## src/rtl/pht_pkg.sv

```systemverilog
// Pointer handle table: shared package.
// Holds operation and status codes, controller states and the command and
// status structs between controller and datapath. No dependencies.
package pht_pkg;

   typedef enum logic [2:0] {
      KIND_LOOKUP   = 3'd0,
      KIND_REGISTER = 3'd1,
      KIND_BIND     = 3'd2,
      KIND_FETCH    = 3'd3,
      KIND_CLEAR    = 3'd4
   } kind_type;

   typedef enum logic [2:0] {
      STATUS_OK         = 3'd0,
      STATUS_NOT_FOUND  = 3'd1,
      STATUS_FULL       = 3'd2,
      STATUS_IN_USE     = 3'd3,
      STATUS_BAD_HANDLE = 3'd4
   } status_type;

   typedef enum logic [2:0] {
      ST_INIT_SWEEP,
      ST_IDLE,
      ST_DISPATCH,
      ST_WALK_START,
      ST_WALK,
      ST_BIND_CHK,
      ST_FETCH_CHK,
      ST_CLR_SWEEP
   } state_type;

   // Which result the datapath loads into the response register.
   typedef enum logic [3:0] {
      RES_OK,
      RES_FOUND,
      RES_NOT_FOUND,
      RES_FULL,
      RES_APPEND,
      RES_BIND,
      RES_IN_USE,
      RES_BAD,
      RES_FETCH
   } res_sel_type;

   // Write address and data source for the entry store.
   typedef enum logic [1:0] {
      WR_ZERO,
      WR_APPEND,
      WR_BIND
   } wr_sel_type;

   typedef struct packed {
      logic        load;
      logic        idx_clr;
      logic        walk_issue;
      logic        sweep_step;
      logic        rd_hdl;
      logic        wr_en;
      wr_sel_type  wr_sel;
      logic        fill_inc;
      logic        fill_set0;
      logic        res_load;
      res_sel_type res_sel;
   } cmd_type;

   typedef struct packed {
      logic [2:0] kind;
      logic       hit;
      logic       walk_end;
      logic       full;
      logic       hbad;
      logic       slot_zero;
      logic       slot_same;
      logic       sweep_last;
      logic       rsp_busy;
   } sts_type;

endpackage

```

## src/rtl/pht_ctrl.sv

```systemverilog
// Pointer handle table: controller state machine.
// Sequences sweeps, walks, bind and fetch checks through commands to the
// datapath. Depends on pht_pkg.
module pht_ctrl (
   input  logic             clock,
   input  logic             reset,
   input  logic             req_valid,
   output logic             req_ready,
   input  pht_pkg::sts_type sts,
   output pht_pkg::cmd_type cmd
);
   import pht_pkg::*;

   state_type state_ff, state_in;

   always_ff @(posedge clock) begin
      if (reset) begin
         state_ff <= ST_INIT_SWEEP;
      end else begin
         state_ff <= state_in;
      end
   end

   always_comb begin
      state_in = state_ff;
      case (state_ff)
         ST_INIT_SWEEP: begin
            if (sts.sweep_last) state_in = ST_IDLE;
         end
         ST_IDLE: begin
            if (req_valid) state_in = ST_DISPATCH;
         end
         ST_DISPATCH: begin
            if (!sts.rsp_busy) begin
               case (sts.kind)
                  KIND_LOOKUP, KIND_REGISTER: state_in = ST_WALK_START;
                  KIND_BIND:  state_in = sts.hbad ? ST_IDLE : ST_BIND_CHK;
                  KIND_FETCH: state_in = sts.hbad ? ST_IDLE : ST_FETCH_CHK;
                  KIND_CLEAR: state_in = ST_CLR_SWEEP;
                  default:    state_in = ST_IDLE;
               endcase
            end
         end
         ST_WALK_START: state_in = ST_WALK;
         ST_WALK: begin
            if (sts.hit || sts.walk_end) state_in = ST_IDLE;
         end
         ST_BIND_CHK:  state_in = ST_IDLE;
         ST_FETCH_CHK: state_in = ST_IDLE;
         ST_CLR_SWEEP: begin
            if (sts.sweep_last) state_in = ST_IDLE;
         end
         default: state_in = ST_IDLE;
      endcase
   end

   always_comb begin
      cmd       = '0;
      req_ready = 1'b0;
      case (state_ff)
         ST_INIT_SWEEP: begin
            cmd.sweep_step = 1'b1;
            cmd.wr_en      = 1'b1;
            cmd.wr_sel     = WR_ZERO;
         end
         ST_IDLE: begin
            req_ready   = 1'b1;
            cmd.load    = req_valid;
            cmd.idx_clr = 1'b1;
         end
         ST_DISPATCH: begin
            // Point the read at the handle so bind and fetch see it next cycle.
            cmd.rd_hdl = 1'b1;
            if (!sts.rsp_busy) begin
               case (sts.kind)
                  KIND_LOOKUP, KIND_REGISTER, KIND_CLEAR: begin
                     cmd.res_load = 1'b0;
                  end
                  KIND_BIND, KIND_FETCH: begin
                     cmd.res_load = sts.hbad;
                     cmd.res_sel  = RES_BAD;
                  end
                  default: begin
                     cmd.res_load = 1'b1;
                     cmd.res_sel  = RES_OK;
                  end
               endcase
            end
         end
         ST_WALK_START: begin
            cmd.walk_issue = 1'b1;
         end
         ST_WALK: begin
            cmd.walk_issue = 1'b1;
            if (sts.hit) begin
               cmd.res_load = 1'b1;
               cmd.res_sel  = RES_FOUND;
            end else if (sts.walk_end) begin
               cmd.res_load = 1'b1;
               if (sts.kind != KIND_REGISTER) begin
                  cmd.res_sel = RES_NOT_FOUND;
               end else if (sts.full) begin
                  cmd.res_sel = RES_FULL;
               end else begin
                  // Append at the fill count.
                  cmd.res_sel  = RES_APPEND;
                  cmd.wr_en    = 1'b1;
                  cmd.wr_sel   = WR_APPEND;
                  cmd.fill_inc = 1'b1;
               end
            end
         end
         ST_BIND_CHK: begin
            cmd.rd_hdl   = 1'b1;
            cmd.res_load = 1'b1;
            if (sts.slot_zero) begin
               cmd.res_sel = RES_BIND;
               cmd.wr_en   = 1'b1;
               cmd.wr_sel  = WR_BIND;
            end else if (sts.slot_same) begin
               cmd.res_sel = RES_BIND;
            end else begin
               cmd.res_sel = RES_IN_USE;
            end
         end
         ST_FETCH_CHK: begin
            cmd.rd_hdl   = 1'b1;
            cmd.res_load = 1'b1;
            cmd.res_sel  = RES_FETCH;
         end
         ST_CLR_SWEEP: begin
            cmd.sweep_step = 1'b1;
            cmd.wr_en      = 1'b1;
            cmd.wr_sel     = WR_ZERO;
            if (sts.sweep_last) begin
               cmd.fill_set0 = 1'b1;
               cmd.res_load  = 1'b1;
               cmd.res_sel   = RES_OK;
            end
         end
         default: begin
            cmd = '0;
         end
      endcase
   end

endmodule

```

## config.mk

```make
export PLATFORM = sky130hd
export DESIGN_NAME = pht_ctrl
export DESIGN_NICKNAME = d
export VERILOG_FILES = /design/src/rtl/pht_pkg.sv /design/src/rtl/pht_ctrl.sv
export SDC_FILE = /design/constraint.sdc
export NUM_CORES = 1
export LEC_CHECK = 0
export ABC_AREA = 1
export BUFFER_PORTS_ARGS = -buffer_cell sky130_fd_sc_hd__buf_2
export CAP_MARGIN = 20
export CORE_UTILIZATION = 38
export DETAILED_ROUTE_END_ITERATION = 8
export PLACE_DENSITY = 0.74
export SETUP_SLACK_MARGIN = 0.05
export SLEW_MARGIN = 30
export SYNTH_ARGS = -nofsm -noshare
export SYNTH_HDL_FRONTEND = slang
export SYNTH_SLANG_ARGS = --single-unit
```

## constraint.sdc

```tcl
create_clock -name clock -period 1.2 [get_ports clock]
set_clock_uncertainty 0.2 [all_clocks]
set_input_delay 0.18 -clock clock [delete_from_list [all_inputs] [get_ports clock]]
set_output_delay 0.18 -clock clock [all_outputs]
set_load 0.05 [all_outputs]
```

# Word level (Yosys, flattened, before mapping)
# Cells that the tools add are included.
# totals
reg_bits	3
inputBits	14
output_inout_bits	16
wordCells	60
# classes
eq_ne	16
n_mux	32
reduce_logical	11
# op_table
op	count
$mux W3	9
$pmux W5 S5	1
$mux W4	6
$pmux W3 S6	1
$eq A3 B3 Y1 const B	5
$mux W5	3
$eq A3 B2 Y1 const B	4
$pmux W3 S4	1
$reduce_or A2 Y1	5
$pmux W3 S3	1
$eq A3 B1 Y1 const B	2
$logic_not A3 Y1	2
$mux W1	6
$mux W6	1
$ne A2 B2 Y1 const B	3
$reduce_or A3 Y1	2
$mux W2	2
$reduce_and A4 Y1	1
$ne A3 B1 Y1 const B	1
$ne A2 B1 Y1 const B	1
$pmux W1 S2	1
$logic_or A1 B1 Y1	1

# Depth between registers and ports, before layout
# Gate-level depths: netlist (run 1).
# depth
ltp_word	5
mapped_depth	10
mapped_depth_nobuf	9

# Worst setup path before layout (run 1)
# No wires, ideal clock.
# synth_path
path_type	flip-flop to output port
start	register state_ff[2]
end	output port cmd[4] (netlist name)
arrival_ns	1.876
t_required_ns	0.820
setup_slack_ns	-1.056
stages_incl_launch_ff	6
n_path_buf	1
cell_sequence	dfxtp_1 > buf_4 > nand3_1 > nor2_1 > nor2_1 > o2111ai_1
# synth_lines
element	line_no	rtl
from (decl)	pht_ctrl.sv:14	state_type state_ff, state_in;
from (signal assigned)	pht_ctrl.sv:20	state_ff <= state_in;
to (decl)	pht_ctrl.sv:10	output pht_pkg::cmd_type cmd

==> results.ini, run 1 <==
[outcome]
status=finished with violations
violations=setup timing

[sta]
rsz0062_at_grt=yes
hold_violations=0
max_freq_ghz=0.537
relSlewSlack_pct=82.1
fin_crit_sh_pct=155
holdWs_ns=0.293
worstMarginPinSlew_ns=0.267
setup_ws_ns=-0.662
min_period_ns=1.86
setup_violations=19
slew_violations=0

[clocking]
ctsHtreeMaxLevel=1
clock_latency_ns=0.24
cts.sinks=3
root_buffer=clkbuf_4
cts_made_buffers=3
clk_pin_slew_ns=0.04
cts_buffer_depth=2
tritoncts=built

[grt]
antenna_found_initial=0
grt_overflow=0
grt_pass1_vias=787
grt_util_all_layers_pct=31.1
grt_pass1_wl_mm=3.19
grt_max_degree=9

[synth]
ys_warn_count=0
synth_cell_types=22
netlist_instances=97
syn_area_sq_um=524
synth_top_area_share_pct=15.0
synth_seq_cells=3
syn-num-nets=111
ys_top_cells_by_area=nand2_1, dfxtp_1, nor2_1
yosysSeqAreaShare_pct=11.5
synth_top_cell_by_area=nand2_1
syn_area_per_cell_sq_um=5.40

[finish]
n_antenna_cell=0
drive_gt1_share_pct=66.9
max_flop_register=state_ff
nFillCells=25
fin_nets=169
most-common-layout-cells=buf_4, nand2_1, buf_2
largest_register_ffs=3
layout_commonest_cell=buf_4
multi_input_area_sq_um=533
final-seq-area_sq_um=71.3
area_growth_pct=137
reg_top3=state_ff x3

[detailed_routing]
dr.pass1.iters=5
detail_route.vias_per_cell=6.17
antenna_left=0
routed-via-count=1043
drc=0
wl_per_cell_um=20.9
wirelength_mm=3.53
drt_iter0_markers=114

[flow_run]
cap_violations=0

[place]
place_congestion=0.745
place_ws_ns=-0.469
port_buffers=29
hpwl_mm=1.34

[setup_path]
regToRegSetupSlack_ns=-0.47
crit_path_max_incr_delay_ns=0.39
required_ns=0.82
crit_path_end_kind=output pin
crit_start=state_ff[2]
path_cells=nor4_4, inv_2, o211ai_1, buf_4
path_depth=4
crit_end=cmd[0]
worstPathArrival_ns=1.48
reg2reg_to=state_ff[0]
rr_worst_depth=9
path_max_fanout=8
cp_top_family=flip-flops
cp_slowest_cell=dfxtp_4
start_kind=flop
path_class=reg2out
crit_buf_inv=2
rr_startpoint=state_ff[1]

[die]
die_y_um=39.1
die_width_um=39.1
rows=13
design.portCount=30
core_sq_um=1280
floorplan.die_area_sq_um=1530
initial_utilization_pct=40.8

[power_and_ir_drop]
power.density_nw_per_um2=2920
irDropWorstVdd_mv=2.12
p_leak_uw=0.000649

[min_path]
hp-class=in2reg

-- power breakdown --
group | total, uW | internal [uW] | switching, uW
clock network | 196 | 126 | 69.9
logic | 3110 | 1250 | 1860
registers | 321 | 176 | 145
total | 3630 | 1550 | 2070
-- layer usage --
layer  global-route usage (%)  vias to the layer above  share of wire (%)
li1                         -                      420                  -
met1                     29.9                      443                 32
met2                     62.1                      125                 47
met3                     6.36                       55                 11
met4                     12.1                        0                9.9
met5                        0                        -                  0
-- cells by family (layout without fill, tap and decap cells) --
family                 Yosys count  after routing  share of synthesized area, %
flip-flops                       3              3                          11.5
AND/OR/NAND/NOR                 62             62                          56.1
AO/OA/AOI/OAI                   11             11                          12.6
buffers and inverters           21             78                          19.8
-- worst reg2reg max path, delay by kind of cell, from the launching register on --
kind / cells / cell delay (ns)
AOI/OAI and AO/OA: 1 / 0.22
buffers and inverters: 3 / 0.31
DFF: 1 / 0.39
and+or+nand+nor: 5 / 0.44
-- synthesized netlist by cell type (all sizes together) --
library cell,number
a21oi,2
nand4,3
dfxtp,3
nand3,9
o21bai,2
or2,1
nor3,2
nor2,19
o211ai,1
nand2,27
buf,4
inv,17
nor4,1
o2111ai,1
o21ai,5
-- layout make-up --
type | instances | area share, %
inverter | 17 | 6.14
clock buffer | 4 | 2.11
multi-input combinational | 73 | 42.9
timing repair buffer | 57 | 41.7
sequential | 3 | 5.73
tap | 15 | 1.51
-- worst min path at each step --
stage	from	to	cells past startpoint
final	req_valid	state_ff[1]	6
after detailed placement	reset	state_ff[2]	4
after floorplan	reset	state_ff[2]	3
after global routing	req_valid	state_ff[1]	6
after global placement	reset	state_ff[0]	4
after CTS	sts[4]	state_ff[0]	6
-- through the flow --
stage / utilization, % / cells / power (uW) / setup TNS (ns) / area [sq um]
after floorplan: - / 97 / 1840 / -5.31 / 621
final: 96.8 / 169 / 3630 / -9.29 / 1240
after global placement: 70.4 / 159 / 2320 / -5.56 / 905
after detailed placement: 70.4 / 159 / 2350 / -6.35 / 905
after global routing: 96.8 / 169 / 3730 / -10.17 / 1240
after CTS: 89.3 / 166 / 3090 / -7.70 / 1150
-- timing repair --
item	4_1_cts	5_1_grt
cloned	0	0
setup buffers	2	3
hold buffers	1	0
endpoints found under the setup margin	19	19
gates resized for setup	59	20
pin swaps	14	14
endpoints found under the hold margin	2	0
Power figures use the tool's default switching activity.
==> run 2: changes to the inputs <==
- CORE_AREA: not set -> 2 2 39 41
- CORE_UTILIZATION: 38 -> not set
- DIE_AREA: not set -> 0 0 41 43
- PLACE_DENSITY: 0.74 -> 0.73
- RECOVER_POWER: not set -> 50
- TNS_END_PERCENT: not set -> 100
- clock period: 1.2 -> 2.1 ns (I/O delays scaled with it)
==> results.ini, run 2 (synthesis results as in run 1) <==
[outcome]
status=finished, final reports clean  ; was finished with violations

[detailed_routing]
antenna_left=0  ; unchanged
detail_route.vias_per_cell=4.75  ; was 6.17
routed-via-count=675  ; was 1043
drc=0  ; unchanged
wl_per_cell_um=9.56  ; was 20.9 um
dr.pass1.iters=4  ; was 5
wirelength_mm=1.36  ; was 3.53 mm
drt_iter0_markers=7  ; was 114

[finish]
fin_nets=141  ; was 169
layout_commonest_cell=nand2_1  ; was buf_4
final_core_util_pct=54.5  ; was 96.8%
area_growth_pct=43.9  ; was 137%
largest_register_ffs=3  ; unchanged
max_flop_register=state_ff  ; unchanged
reg_top3=state_ff x3  ; unchanged
most-common-layout-cells=nand2_1, buf_2, inv_1  ; was buf_4, nand2_1, buf_2
n_antenna_cell=0  ; unchanged
drive_gt1_share_pct=43.7  ; was 66.9%

[flow_run]
cap_violations=0  ; unchanged

[setup_path]
cp_slowest_cell=dfxtp_2  ; was dfxtp_4
path_class=reg2out  ; unchanged
start_kind=flop  ; unchanged
path_max_fanout=13  ; was 8
worstPathArrival_ns=1.43  ; was 1.48 ns
crit_path_max_incr_delay_ns=0.49  ; was 0.39 ns
crit_path_end_kind=output pin  ; unchanged
required_ns=1.58  ; was 0.82 ns
path_cells=nand3_1, nor2_2, nor2_1, o2111ai_2, buf_2  ; was nor4_4, inv_2, o211ai_1, buf_4
regToRegSetupSlack_ns=0.57  ; was -0.47 ns

[sta]
fin_crit_sh_pct=92.7
slew_violations=0  ; unchanged
worstMarginPinSlew_ns=0.286  ; was 0.267 ns
relSlewSlack_pct=81.0  ; was 82.1%
hold_violations=0  ; unchanged
tns_ns=0  ; was -9.29 ns
setup_violations=0  ; was 19
setup_ws_ns=0.153  ; was -0.662 ns
min_period_ns=1.95
rsz0062_at_grt=no  ; was yes
max_freq_ghz=0.514

[clocking]
clk_pin_slew_ns=0.04  ; about the same
root_buffer=clkbuf_4  ; unchanged
cts_made_buffers=3  ; unchanged
cts_buffer_depth=2  ; unchanged
tritoncts=built  ; unchanged
cts.sinks=3  ; unchanged
ctsHtreeMaxLevel=1  ; unchanged
cts_hold_buf=0  ; was 1
clock_latency_ns=0.23  ; was 0.24 ns

[place]
place_congestion=0.814  ; was 0.745
hpwl_mm=1.10  ; was 1.34 mm
port_buffers=29  ; unchanged
place_ws_ns=0.158  ; was -0.469 ns

[power_and_ir_drop]
power.density_nw_per_um2=1630  ; was 2920 nW/um^2
irDropWorstVdd_mv=0.900  ; was 2.12 mV
p_leak_uw=0.000447  ; was 0.000649 uW

[grt]
grt_pass1_wl_mm=2.18  ; was 3.19 mm
antenna_found_initial=0  ; unchanged
grt_pass1_vias=569  ; was 787
grt_max_degree=14  ; was 9
grt_util_all_layers_pct=17.1  ; was 31.1%
grt_overflow=0  ; unchanged

[die]
die_y_um=43  ; was 39.1 um
rows=14  ; was 13
core_sq_um=1380  ; was 1280 sq um
design.portCount=30  ; unchanged
die_width_um=41  ; was 39.1 um
initial_utilization_pct=37.9  ; was 40.8%
floorplan.die_area_sq_um=1760  ; was 1530 sq um

[min_path]
hp-class=in2reg  ; unchanged

## run 2: cell count changes in the layout (fill, tap and decap cells not counted), moves of 3 or more
cell and change:
buf_2 +4, buf_4 -18, buf_6 -9, buf_8 -11, clkbuf_2 +6, inv_1 +6
inv_2 -3, nand2_1 +7, nand2_4 -6, nand3_1 +3, nor2_1 +3, nor2_4 -4
o21ai_0 +3
## run 2: final cells by class
type	instances	area [sq um]
Timing Repair Buffer	29	164
Inverter	17	66.3
Fill cell	151	629
Tap cell	16	20.0
Clock buffer	4	26.3
Sequential cell	3	66.3
Multi-Input combinational cell	73	412
## run 2: stage by stage
step,power (uW),cell area (sq um),hold slack (ns),instances
2_1_floorplan,958,548,0.282,97
3_3_place_gp,1070,676,0.381,138
3_5_place_dp,1070,676,0.382,138
4_1_cts,1190,708,0.126,142
5_1_grt,1340,754,0.150,142
6_report,1230,754,0.135,142
## run 2: critical path: cells and delay by family, from the launching register on
kind,cells,cell delay (ns)
AND/OR/NAND/NOR,3,0.35
buffers and inverters,1,0.29
AO/OA/AOI/OAI,1,0.07
flip-flops,1,0.49
## run 2: routing by layer
metal,part of all wire [%],vias to the layer above,track usage (%)
met1,47,298,22.8
met3,3.5,0,4.71
met4,0,0,2.00
met2,50,15,27.2
met5,0,-,0
li1,-,362,-
## run 2: what timing repair did
action                     CTS  global route
buffers inserted             0             0
gates cloned                 0             0
pin swaps                    0             1
setup endpoints to repair    8             6
gates resized for setup      4            18
## run 2: path summary, 6_finish.rpt
kind / cells after the start / endpoint / startpoint
worst min register to register: 2 / state_ff[0] / state_ff[0]
worst min-delay path: 4 / state_ff[0] / reset
worst max-delay path: 5 / cmd[4] / state_ff[2]
worst max register to register: 9 / state_ff[2] / state_ff[2]
## run 2: power by group
group	switching (uW)	internal (uW)
clock network	28.8	71.1
logic	685	259
registers	96.3	92.5
total	810	423
